## src/rtl/buart_pkg.sv

```systemverilog
// ----------------------------------------------------------------------------
// buart_pkg: shared types and helpers for the buffered UART ring front end
// Ring pointer arithmetic, command and result records, status codes.
// ----------------------------------------------------------------------------
package buart_pkg;

	localparam int RING_DEPTH = 64;
	localparam int IDX_W      = $clog2(RING_DEPTH);
	localparam int PTR_W      = $clog2(2 * RING_DEPTH);
	localparam int FILL_W     = 7;

	localparam logic [PTR_W-1:0] PTR_LAST = PTR_W'(2 * RING_DEPTH - 1);
	localparam logic [PTR_W-1:0] DEPTH_P  = PTR_W'(RING_DEPTH);

	typedef enum logic [2:0] {
		FN_OPEN    = 3'd0,
		FN_CLOSE   = 3'd1,
		FN_WRITE   = 3'd2,
		FN_READ    = 3'd3,
		FN_SERVICE = 3'd4
	} func_e;

	typedef enum logic [2:0] {
		OP_NONE,
		OP_OPEN,
		OP_CLOSE,
		OP_WRITE,
		OP_READ,
		OP_SERVICE
	} op_e;

	typedef enum logic [2:0] {
		ST_OK       = 3'd0,
		ST_CLOSED   = 3'd1,
		ST_BUSY     = 3'd2,
		ST_RX_EMPTY = 3'd3,
		ST_TX_FULL  = 3'd4
	} status_e;

	typedef struct packed {
		op_e        op;
		logic [7:0] host_byte;
		logic       data_ready;
		logic       thr_empty;
		logic [7:0] rx_byte;
	} cmd_t;

	typedef struct packed {
		status_e           status;
		logic [7:0]        read_byte;
		logic              read_valid;
		logic [7:0]        tx_byte;
		logic              tx_valid;
		logic              taken;
		logic              ready_en;
		logic              empty_en;
		logic [FILL_W-1:0] rx_fill;
		logic [FILL_W-1:0] tx_fill;
	} res_t;

	// Pointers run modulo twice the depth so that full and empty differ.
	function automatic logic [PTR_W-1:0] ptr_next(input logic [PTR_W-1:0] p);
		return (p == PTR_LAST) ? '0 : p + 1'b1;
	endfunction

	function automatic logic [IDX_W-1:0] ptr_slot(input logic [PTR_W-1:0] p);
		logic [PTR_W-1:0] s;
		s = (p >= DEPTH_P) ? p - DEPTH_P : p;
		return s[IDX_W-1:0];
	endfunction

	function automatic logic [PTR_W-1:0] ptr_fill(input logic [PTR_W-1:0] head,
	                                               input logic [PTR_W-1:0] tail);
		logic [PTR_W:0] d;
		if (tail >= head) begin
			d = {1'b0, tail} - {1'b0, head};
		end else begin
			d = {1'b0, tail} + (PTR_W + 1)'(2 * RING_DEPTH) - {1'b0, head};
		end
		return d[PTR_W-1:0];
	endfunction

	function automatic logic [FILL_W-1:0] fill_out(input logic [PTR_W-1:0] f);
		logic [31:0] w;
		w = 32'(f);
		return w[FILL_W-1:0];
	endfunction

endpackage

```

## src/rtl/buart_ram.sv

```systemverilog
// ----------------------------------------------------------------------------
// buart_ram: generic single-write, single-read RAM
// One write port, one read port, read data registered.
// ----------------------------------------------------------------------------
module buart_ram #(
	parameter int WIDTH = 8,
	parameter int DEPTH = 64
) (
	input  logic                     clk,
	input  logic                     we,
	input  logic [$clog2(DEPTH)-1:0] waddr,
	input  logic [WIDTH-1:0]         wdata,
	input  logic [$clog2(DEPTH)-1:0] raddr,
	output logic [WIDTH-1:0]         rdata
);

	logic [WIDTH-1:0] mem_q [DEPTH];
	logic [WIDTH-1:0] rdata_q;

	always_ff @(posedge clk) begin
		if (we) begin
			mem_q[waddr] <= wdata;
		end
		rdata_q <= mem_q[raddr];
	end

	assign rdata = rdata_q;

endmodule

```

## src/rtl/buart_front.sv

```systemverilog
// ----------------------------------------------------------------------------
// buart_front: request intake and decode
// Decodes each request into a command and holds it in a two-entry queue
// until the back end takes it.
// ----------------------------------------------------------------------------
module buart_front (
	input  logic            clk,
	input  logic            arst_n,
	input  logic            push,
	output logic            full,
	input  logic [2:0]      func,
	input  logic [7:0]      host_byte,
	input  logic            line_data_ready,
	input  logic            line_thr_empty,
	input  logic [7:0]      line_rx_byte,
	output buart_pkg::cmd_t cmd,
	output logic            cmd_valid,
	input  logic            cmd_take
);
	import buart_pkg::*;

	logic [1:0] count_q;
	logic       wr_q;
	logic       rd_q;
	cmd_t       slot_q [2];
	cmd_t       cmd_in;
	op_e        op;
	logic       push_ok;
	logic       take;

	always_comb begin
		unique case (func)
			FN_OPEN:    op = OP_OPEN;
			FN_CLOSE:   op = OP_CLOSE;
			FN_WRITE:   op = OP_WRITE;
			FN_READ:    op = OP_READ;
			FN_SERVICE: op = OP_SERVICE;
			default:    op = OP_NONE;
		endcase
	end

	assign cmd_in = '{op: op, host_byte: host_byte, data_ready: line_data_ready,
	                  thr_empty: line_thr_empty, rx_byte: line_rx_byte};

	assign full      = (count_q == 2'd2);
	assign cmd_valid = (count_q != 2'd0);
	assign push_ok   = push && !full;
	assign take      = cmd_take && cmd_valid;
	assign cmd       = slot_q[rd_q];

	always_ff @(posedge clk or negedge arst_n) begin
		if (!arst_n) begin
			count_q <= '0;
			wr_q    <= 1'b0;
			rd_q    <= 1'b0;
		end else begin
			if (push_ok) begin
				wr_q <= !wr_q;
			end
			if (take) begin
				rd_q <= !rd_q;
			end
			count_q <= count_q + 2'(push_ok) - 2'(take);
		end
	end

	always_ff @(posedge clk) begin
		if (push_ok) begin
			slot_q[wr_q] <= cmd_in;
		end
	end

endmodule

```

## src/rtl/buart_back.sv

```systemverilog
// ----------------------------------------------------------------------------
// buart_back: ring and interrupt-enable execution
// Carries out one command against the receive and transmit rings, then
// forms the result once the ring read data is back, and holds it for pop.
// ----------------------------------------------------------------------------
module buart_back (
	input  logic            clk,
	input  logic            arst_n,
	input  buart_pkg::cmd_t cmd,
	input  logic            cmd_valid,
	output logic            cmd_take,
	output logic            empty,
	input  logic            pop,
	output buart_pkg::res_t res
);
	import buart_pkg::*;

	logic [PTR_W-1:0] rx_head_q, rx_tail_q, tx_head_q, tx_tail_q;
	logic             open_q, rdy_en_q, emp_en_q;

	logic [PTR_W-1:0] n_rx_head, n_rx_tail, n_tx_head, n_tx_tail;
	logic             n_open, n_rdy, n_emp;
	logic [PTR_W-1:0] rx_fill, tx_fill;
	status_e          status;
	logic             rx_pop, tx_pop, rx_push, tx_push, taken;
	logic             issue;

	logic             valid_s2;
	res_t             res_s2;
	logic             rx_pop_s2, tx_pop_s2;

	logic [7:0]       rx_rdata, tx_rdata;
	res_t             res_fin;
	res_t             out_q;
	logic             out_valid_q;

	assign issue    = cmd_valid && !valid_s2 && (!out_valid_q || pop);
	assign cmd_take = issue;
	assign rx_fill  = ptr_fill(rx_head_q, rx_tail_q);
	assign tx_fill  = ptr_fill(tx_head_q, tx_tail_q);

	always_comb begin
		n_rx_head = rx_head_q;
		n_rx_tail = rx_tail_q;
		n_tx_head = tx_head_q;
		n_tx_tail = tx_tail_q;
		n_open    = open_q;
		n_rdy     = rdy_en_q;
		n_emp     = emp_en_q;
		status    = ST_OK;
		rx_pop    = 1'b0;
		tx_pop    = 1'b0;
		rx_push   = 1'b0;
		tx_push   = 1'b0;
		taken     = 1'b0;
		if (cmd.op != OP_NONE && cmd.op != OP_OPEN && !open_q) begin
			status = ST_CLOSED;
		end else begin
			unique case (cmd.op)
				OP_OPEN: begin
					if (open_q) begin
						status = ST_BUSY;
					end else begin
						n_rx_head = '0;
						n_rx_tail = '0;
						n_tx_head = '0;
						n_tx_tail = '0;
						n_rdy     = 1'b1;
						n_emp     = 1'b0;
						n_open    = 1'b1;
					end
				end
				OP_CLOSE: begin
					n_rdy  = 1'b0;
					n_emp  = 1'b0;
					n_open = 1'b0;
				end
				OP_WRITE: begin
					if (tx_fill == DEPTH_P) begin
						status = ST_TX_FULL;
					end else begin
						tx_push   = 1'b1;
						n_tx_tail = ptr_next(tx_tail_q);
					end
					n_emp = 1'b1;
				end
				OP_READ: begin
					if (rx_fill == '0) begin
						status = ST_RX_EMPTY;
						n_rdy  = 1'b1;
					end else begin
						rx_pop    = 1'b1;
						n_rx_head = ptr_next(rx_head_q);
					end
				end
				OP_SERVICE: begin
					if (cmd.data_ready) begin
						if (rx_fill != DEPTH_P) begin
							rx_push   = 1'b1;
							taken     = 1'b1;
							n_rx_tail = ptr_next(rx_tail_q);
						end else begin
							n_rdy = 1'b0;
						end
					end
					if (cmd.thr_empty) begin
						if (tx_fill != '0) begin
							tx_pop    = 1'b1;
							n_tx_head = ptr_next(tx_head_q);
						end else begin
							n_emp = 1'b0;
						end
					end
				end
				default: begin
				end
			endcase
		end
	end

	buart_ram #(.WIDTH(8), .DEPTH(RING_DEPTH)) u_rx_ram (
		.clk   (clk),
		.we    (issue && rx_push),
		.waddr (ptr_slot(rx_tail_q)),
		.wdata (cmd.rx_byte),
		.raddr (ptr_slot(rx_head_q)),
		.rdata (rx_rdata)
	);

	buart_ram #(.WIDTH(8), .DEPTH(RING_DEPTH)) u_tx_ram (
		.clk   (clk),
		.we    (issue && tx_push),
		.waddr (ptr_slot(tx_tail_q)),
		.wdata (cmd.host_byte),
		.raddr (ptr_slot(tx_head_q)),
		.rdata (tx_rdata)
	);

	always_ff @(posedge clk or negedge arst_n) begin
		if (!arst_n) begin
			rx_head_q   <= '0;
			rx_tail_q   <= '0;
			tx_head_q   <= '0;
			tx_tail_q   <= '0;
			open_q      <= 1'b0;
			rdy_en_q    <= 1'b0;
			emp_en_q    <= 1'b0;
			valid_s2    <= 1'b0;
			out_valid_q <= 1'b0;
		end else begin
			if (issue) begin
				rx_head_q <= n_rx_head;
				rx_tail_q <= n_rx_tail;
				tx_head_q <= n_tx_head;
				tx_tail_q <= n_tx_tail;
				open_q    <= n_open;
				rdy_en_q  <= n_rdy;
				emp_en_q  <= n_emp;
			end
			valid_s2 <= issue;
			if (valid_s2) begin
				out_valid_q <= 1'b1;
			end else if (pop) begin
				out_valid_q <= 1'b0;
			end
		end
	end

	// Bytes arrive from the rings in the cycle after issue; fill them in at the output.
	always_ff @(posedge clk) begin
		if (issue) begin
			res_s2 <= '{status: status, read_byte: '0, read_valid: rx_pop,
			            tx_byte: '0, tx_valid: tx_pop, taken: taken,
			            ready_en: n_rdy, empty_en: n_emp,
			            rx_fill: fill_out(ptr_fill(n_rx_head, n_rx_tail)),
			            tx_fill: fill_out(ptr_fill(n_tx_head, n_tx_tail))};
			rx_pop_s2 <= rx_pop;
			tx_pop_s2 <= tx_pop;
		end
		if (valid_s2) begin
			out_q <= res_fin;
		end
	end

	always_comb begin
		res_fin           = res_s2;
		res_fin.read_byte = rx_pop_s2 ? rx_rdata : 8'd0;
		res_fin.tx_byte   = tx_pop_s2 ? tx_rdata : 8'd0;
	end

	assign empty = !out_valid_q;
	assign res   = out_q;

endmodule

```

## src/rtl/buffered_uart_ring_frontend.sv

```systemverilog
// ----------------------------------------------------------------------------
// buffered_uart_ring_frontend: buffered host front end for a serial line
// Receive and transmit rings with open/close and interrupt-enable control.
//
//   channel   handshake        payload
//   request   push / full      func, host_byte, line_data_ready,
//                              line_thr_empty, line_rx_byte
//   result    empty / pop      result_status, read_byte, read_valid,
//                              line_tx_byte, line_tx_valid, rx_byte_taken,
//                              ready_int_enable, empty_int_enable, rx_fill, tx_fill
//
// A request passes the command queue, the ring read stage and the output register
// before it shows up as a result. The back end takes no new command until the last
// one has its registered ring RAM read back.
// Requests queue in a two-entry command queue; full rises when it holds two.
// A result not popped holds the back end; the queue keeps accepting until full.
// Reset clears pointers, open flag and enables; ring contents are not cleared.
// ----------------------------------------------------------------------------
module buffered_uart_ring_frontend (
	input  logic                         clk,
	input  logic                         arst_n,
	input  logic                         push,
	output logic                         full,
	input  logic [2:0]                   func,
	input  logic [7:0]                   host_byte,
	input  logic                         line_data_ready,
	input  logic                         line_thr_empty,
	input  logic [7:0]                   line_rx_byte,
	output logic                         empty,
	input  logic                         pop,
	output logic [2:0]                   result_status,
	output logic [7:0]                   read_byte,
	output logic                         read_valid,
	output logic [7:0]                   line_tx_byte,
	output logic                         line_tx_valid,
	output logic                         rx_byte_taken,
	output logic                         ready_int_enable,
	output logic                         empty_int_enable,
	output logic [buart_pkg::FILL_W-1:0] rx_fill,
	output logic [buart_pkg::FILL_W-1:0] tx_fill
);
	import buart_pkg::*;

	cmd_t cmd;
	logic cmd_valid;
	logic cmd_take;
	res_t res;

	buart_front u_front (
		.clk             (clk),
		.arst_n          (arst_n),
		.push            (push),
		.full            (full),
		.func            (func),
		.host_byte       (host_byte),
		.line_data_ready (line_data_ready),
		.line_thr_empty  (line_thr_empty),
		.line_rx_byte    (line_rx_byte),
		.cmd             (cmd),
		.cmd_valid       (cmd_valid),
		.cmd_take        (cmd_take)
	);

	buart_back u_back (
		.clk       (clk),
		.arst_n    (arst_n),
		.cmd       (cmd),
		.cmd_valid (cmd_valid),
		.cmd_take  (cmd_take),
		.empty     (empty),
		.pop       (pop),
		.res       (res)
	);

	assign result_status    = res.status;
	assign read_byte        = res.read_byte;
	assign read_valid       = res.read_valid;
	assign line_tx_byte     = res.tx_byte;
	assign line_tx_valid    = res.tx_valid;
	assign rx_byte_taken    = res.taken;
	assign ready_int_enable = res.ready_en;
	assign empty_int_enable = res.empty_en;
	assign rx_fill          = res.rx_fill;
	assign tx_fill          = res.tx_fill;

`ifndef SYNTHESIS
	// A popped byte only comes with a clean status.
	a_read_ok: assert property (@(posedge clk) disable iff (!arst_n)
		(!empty && read_valid) |-> (result_status == ST_OK))
		else $error("read byte with non-ok status");

	// A host read never moves line bytes in the same transfer.
	a_read_excl: assert property (@(posedge clk) disable iff (!arst_n)
		(!empty && read_valid) |-> (!line_tx_valid && !rx_byte_taken))
		else $error("read overlaps line service");

	// A closed block keeps both interrupts disabled.
	a_closed_en: assert property (@(posedge clk) disable iff (!arst_n)
		(!empty && result_status == ST_CLOSED) |-> (!ready_int_enable && !empty_int_enable))
		else $error("interrupt enabled while closed");

	// A rejected write still arms the transmit interrupt.
	a_full_en: assert property (@(posedge clk) disable iff (!arst_n)
		(!empty && result_status == ST_TX_FULL) |-> empty_int_enable)
		else $error("transmit interrupt not armed on full ring");
`endif

endmodule
```

## config.mk

```make
export PLATFORM = sky130hd
export DESIGN_NAME = buffered_uart_ring_frontend
export DESIGN_NICKNAME = d
export VERILOG_FILES = /design/src/rtl/buart_pkg.sv /design/src/rtl/buart_ram.sv /design/src/rtl/buart_front.sv /design/src/rtl/buart_back.sv /design/src/rtl/buffered_uart_ring_frontend.sv
export SDC_FILE = /design/constraint.sdc
export NUM_CORES = 1
export LEC_CHECK = 0
export BUFFER_PORTS_ARGS = -buffer_cell sky130_fd_sc_hd__buf_2
export CAP_MARGIN = 25
export CELL_PAD_IN_SITES_DETAIL_PLACEMENT = 1
export CELL_PAD_IN_SITES_GLOBAL_PLACEMENT = 2
export CORE_MARGIN = 4
export CORE_UTILIZATION = 50
export DETAILED_ROUTE_END_ITERATION = 8
export PLACE_DENSITY_LB_ADDON = 0.1
export SKIP_CTS_REPAIR_TIMING = 1
export SYNTH_ARGS = -nofsm -noshare
export SYNTH_HDL_FRONTEND = slang
export SYNTH_SLANG_ARGS = --single-unit
export TNS_END_PERCENT = 30
```

## constraint.sdc

```tcl
create_clock -name clk -period 6 [get_ports clk]
set_input_delay 0.3 -clock clk [delete_from_list [all_inputs] [get_ports clk]]
set_output_delay 0.3 -clock clk [all_outputs]
set_load 0.005 [all_outputs]
```

==> impl_metrics.ini, run 1 <==
[sta]
slew_headroom_pct = 31.16
skew_ps = 32.80
fin_crit_sh_pct = 86.83
period_minus_slack_ps = 5210
fmax_ghz = 0.1919
setup_violations = 0
setup_tns_ps = 0
worst-slew-pin-transition_ps = 1030
drv_slew = 0
finalHoldViolCount = 0
grt_setup_unrepaired = no

[power_and_ir_drop]
leakage_nw = 16.86
vdd_ir_drop_max_v = 0.0004835
total_power_w = 0.02544
p_per_area_nw_per_um2 = 479.1

[detailed_routing]
drc = 0
wirelength_um = 112100
wl_per_cell_um = 28.95
dr_total_vias = 23534
via_per_inst = 6.080
drt-initial-drc-count = 2386
first_pass_iters = 8
final_antenna_net_count = 0

[yosys]
syn_area_um2 = 47040
synth_fa_ha_area_share_pct = 0.9895
synth_top_family_by_area = multiplexers
ys_warn_count = 0
synth_compound_area_share_pct = 3.333
async_flop_share_pct = 3.138
avgSynthCellArea_um2 = 19.75
synth_seq_area_share_pct = 74.53
synth_xor_area_share_pct = 0.4841
synthFlopType = edfxtp_1
synth-edff-count = 1126
synthTopCellsByArea = edfxtp_1, mux4_2, dfrtp_1
yosysTopAreaCell = edfxtp_1
synthesis.instances = 2382
synth-seq-cells = 1179
synthSimpleGateAreaFrac_pct = 3.466
synth.area.mux_share_pct = 15.87
synth_nets = 2440
synth_cell_types = 70
synth.top_cell.area_share_pct = 71.88

[critical_path]
worstSetupStartpointType = flip-flop
startpoint = u_back.tx_tail_q[0]
cp_slowest_cell = and4b_1
path_cells = inv_1 -> ha_1 -> fa_1 -> nor2b_1 -> o31a_1 -> a21oi_1 -> nor4_1 -> and4b_1 -> o21ai_0 -> clkbuf_2 -> o41ai_1 -> ha_1 -> a21oi_1 -> o21bai_1 -> a21oi_1 -> xnor2_1 -> xnor2_1
crit_type = flip-flop to flip-flop
arrival_ps = 5650
worstPathMaxFanout = 15
setup.worst_path.end = u_back.res_fin[6]
reg2regPathDepth = 17
cp-end-kind = flip-flop
crit_path_frequent_cell = a21oi_1
slowest_delay_ps = 670
rrSetupSlack_ps = 790
critPathRequiredTime_ps = 6440
r2r-start = u_back.tx_tail_q[0]
r2r-end = u_back.res_fin[6]

[die]
rows = 112
initial_core_util_pct = 50.40
design.core.area_um2 = 93330
die-area_um2 = 99050
die_h_um = 314.7
die_x_um = 314.7
pin_count = 65

[run]
cap_violations = 0

[final_layout]
fin_area_um2 = 53100
drive_above_1_share_pct = 23.39
diodes = 0
nets = 2573
area_growth_pct = 12.89

[cts]
cts_num_sinks = 1179
clk_pin_slew_ps = 60
htree_levels = 3
cts_buffer_depth = 3
clkLatencyLatePin_ps = 710
cts_buffers = 117
cts-root-buf = clkbuf_16
cts_tree = built

[global_route]
grt_pass1_wl_um = 167200
grtUsageTotal_pct = 22.93
grt_max_degree = 119
grt_pass1_vias = 24680
grt-ovfl-total = 0
antenna_found_initial = 0

[run_status]
status = complete, no violations

[placed_design]
port_buffers = 64
routabilityCongestion = 0.8178
dp_hpwl_um = 68900
dpl_cell_area_um2 = 48880

[worst_hold_path]
hold_class = primary input to flip-flop
-- layer usage --
metal | track usage, % | share of wire [%] | vias to the layer above
li1 | - | - | 10016
met4 | 4.611 | 1.5 | 0
met1 | 35.28 | 45 | 12655
met3 | 3.589 | 6.1 | 122
met2 | 35.49 | 47 | 741
met5 | 0 | 0 | -
-- worst max-delay path: cells and delay by family (launching register included) --
kind / cells / cell delay [ps]
flops: 1 / 520
xor+xnor: 2 / 250
fa+ha+maj: 3 / 1020
simple gates: 3 / 1260
buf+inv: 2 / 380
compound gates: 7 / 1510
-- layout make-up --
cell class,instances,area (um^2)
fillers,8059,40230
multi-input cells,1038,11370
clock buffers,150,3083
clock inverters,71,865.8
inverters,44,165.2
repair buffers,135,975.9
flip-flops and latches,1179,35070
well taps,1254,1569
-- how the worst min path moves through the flow --
stage / startpoint / endpoint / slack (ps) / cells past startpoint
floorplan: arst_n / u_back.emp_en_q / 4 / 0
detailed placement: u_back.res_fin[9] / u_back.res[9] / 410 / 0
CTS: arst_n / u_back.tx_head_q[3] / -330 / 2
global placement: u_back.res_fin[11] / u_back.res[11] / 400 / 0
global route: func[1] / u_front.slot_q[1][18] / 10 / 2
finish: func[1] / u_front.slot_q[1][18] / 20 / 2
-- flip-flops by register name, summed over array words and instances (netlist names), 2 cells and up --
signal,flops
u_back.u_rx_ram.mem_q,512
u_back.u_tx_ram.mem_q,512
u_front.slot_q,42
u_back.res,38
u_back.res_fin,20
u_back.u_rx_ram.rdata,8
u_back.u_tx_ram.rdata,8
u_back.rx_head_q,7
u_back.rx_tail_q,7
u_back.tx_head_q,7
u_back.tx_tail_q,7
u_front.count_q,2
-- report_power, final --
group          internal (W)  total (W)  switching (W)
combinational       0.00278    0.00706        0.00427
clock               0.00441    0.00751        0.00310
sequential           0.0105     0.0109       0.000366
total                0.0177     0.0254        0.00774
-- stage by stage --
stage	std cells	utilization (%)	hold slack [ps]	setup WS, ps
finish	3871	56.90	15.08	790.1
floorplan	2382	-	4.409	903.7
global route	3871	56.90	13.45	377.1
global placement	3623	52.35	400.9	908.9
detailed placement	3624	52.38	405.2	753.9
CTS	3845	56.61	-325.6	721.2
-- synth_stat cells (all sizes together) (25+ instances only) --
cell type / instances
dfrtp: 37
mux2i: 73
mux4: 288
buf: 42
o21ai: 49
a21oi: 50
o221ai: 32
clkbuf: 79
inv: 43
nor2: 190
and2: 25
edfxtp: 1126
ha: 29
nand2: 67
-- logic make-up after synthesis --
group | Yosys count
xor+xnor | 26
compound gates | 229
buf+inv | 165
simple gates | 365
flops | 1179
fa+ha+maj | 35
mux | 383
-- layout by cell type, fill, tap and decap left out, types with 8 or more instances in the layout --
master and instances:
nand4_1 8, ha_1 29, and2_1 25, xor2_1 8
o221ai_1 32, mux4_2 288, nand3_1 23, clkbuf_1 31
inv_1 38, a21oi_1 48, o21a_1 9, dfrtp_1 32
nor3_1 11, mux2_2 21, clkinv_2 16, dfxtp_1 16
bufinv_16 18, o22ai_1 24, nand2_1 66, xnor2_1 18
buf_2 64, nor2b_1 8, or3_1 9, mux2i_1 73
a21o_1 9, clkbuf_16 118, a31oi_1 9, o21ai_0 46
buf_4 42, clkinv_1 25, edfxtp_1 1126, dlygate4sd3_1 24
nor2_1 189
Power figures use the tool's default switching activity.
==> run 2: changes to the inputs <==
==> constraint.sdc (replaced) <==
create_clock -name clk -period 5 [get_ports clk]
set_input_delay 0.25 -clock clk [delete_from_list [all_inputs] [get_ports clk]]
set_output_delay 0.25 -clock clk [all_outputs]
set_load 0.005 [all_outputs]
==> impl_metrics.ini, run 2 (synthesis results as in run 1) <==
[final_layout]
drive_above_1_share_pct = 24.30
final_cells = 3902
nets = 2603
fin_util_pct = 57.07
final_cell_mix = edfxtp_1, mux4_2, nor2_1
reg_top3 = u_back.u_rx_ram.mem_q: 512 flops, u_back.u_tx_ram.mem_q: 512 flops, u_front.slot_q: 42 flops
area_growth_pct = 13.23
mostFrequentLayoutCell = edfxtp_1

[sta]
setup_violations = 0
grt_setup_unrepaired = no
period_minus_slack_ps = 4648
finalHoldViolCount = 0
slew_headroom_pct = 30.38
setup_tns_ps = 0
fmax_ghz = 0.2152
fin_crit_sh_pct = 92.95
skew_ps = 39.23
worst-slew-pin-transition_ps = 1044
holdWs_ps = 159.5
drv_slew = 0

[critical_path]
r2r-start = u_back.rx_tail_q[0]
reg2regPathDepth = 18
critPathRequiredTime_ps = 5460
r2r-end = u_back.res_fin[12]
worstPathMaxFanout = 10
rrSetupSlack_ps = 350
crit_type = flip-flop to flip-flop
worstSetupStartpointType = flip-flop
cp-end-kind = flip-flop
arrival_ps = 5110

[run]
cap_violations = 0

[placed_design]
dp_hpwl_um = 70660
place_inst = 3654
port_buffers = 64
routabilityCongestion = 0.8254

[detailed_routing]
first_pass_iters = 5
wl_per_cell_um = 29.05
via_per_inst = 6.056
wirelength_um = 113300
drt-initial-drc-count = 2376
final_antenna_net_count = 0
dr_total_vias = 23630
drc = 0

[cts]
cts_buffer_depth = 3
cts-root-buf = clkbuf_16
htree_levels = 3
cts_num_sinks = 1179
clk_pin_slew_ps = 60
clkLatencyLatePin_ps = 710
cts_tree = built
cts_buffers = 118

[power_and_ir_drop]
p_per_area_nw_per_um2 = 573.0
leakage_nw = 16.99
vdd_ir_drop_max_v = 0.0004796
total_power_w = 0.03052

[global_route]
antenna_found_initial = 5
grt-ovfl-total = 0
grt_pass1_vias = 24545
grt_max_degree = 127
grtUsageTotal_pct = 23.12
grt_pass1_wl_um = 167700

[die]
pin_count = 65
die_x_um = 314.7
die-area_um2 = 99050
design.core.area_um2 = 93330
initial_core_util_pct = 50.40
rows = 112
die_h_um = 314.7

[run_status]
status = complete, no violations

[worst_hold_path]
hold_class = primary input to asynchronous set/reset pin
[run 2: cell count changes in the layout (fill, tap and decap cells not counted), moves of 2 or more]
| cell | delta |
|---|---|
| clkinv_1 | +2 |
| buf_4 | +32 |
| diode_2 | +2 |
| clkbuf_1 | -3 |
| clkbuf_8 | +3 |
| bufinv_16 | -3 |
[run 2: worst max path at each step]
stage                                    from                  to  slack (ps)  cells after the start
after detailed placement  u_back.tx_head_q[0]   u_back.res_fin[6]         290                     19
after CTS                 u_back.tx_head_q[0]   u_back.res_fin[6]         260                     19
after floorplan           u_back.tx_head_q[1]   u_back.res_fin[6]           5                     24
after global routing      u_back.rx_tail_q[0]  u_back.res_fin[12]           5                     18
final                     u_back.rx_tail_q[0]  u_back.res_fin[12]         350                     18
after global placement    u_back.tx_head_q[0]   u_back.res_fin[6]         370                     19
[run 2: area by class of cell]
type                       count  area (um^2)
fill                        8155        40070
sequential                  1179        35070
multi-input combinational   1038        11370
clock buffer                 151         3138
tap                         1254         1569
timing repair buffer         164         1164
clock inverter                70        773.2
inverter                      44        165.2
antenna                        2        5.005
[run 2: critical path: stages (launching register included)]
cell      delay (ps)
dfrtp_1          480
inv_1            160
ha_1             260
fa_1             430
nor2b_2          140
o31a_1           190
o32a_1           190
nand2_1          160
a21oi_2          430
o21ai_0          220
a22oi_1          360
inv_1            100
ha_1             300
nor2b_1          130
o21ai_0          160
nand2b_1         120
maj3_2           330
a21oi_2          150
xnor2_1           70
[run 2: per-layer routing]
layer | share of wire (%) | global-route usage, %
met2 | 47 | 35.45
met1 | 44 | 35.06
met4 | 1.6 | 4.996
met3 | 7.5 | 4.575
met5 | 0 | 0
[run 2: power by group]
part	leakage, nW	switching [W]	internal [W]
logic	4.32	0.00534	0.00339
clock network	1.90	0.00369	0.00520
registers	10.8	0.000288	0.0126
[run 2: through the flow]
stage	cell area, um^2	setup slack, ps
floorplan	47040	4.582
global placement	49070	370.3
detailed placement	49070	289.6
CTS	52990	261.0
global route	53260	5.299
finish	53260	352.3
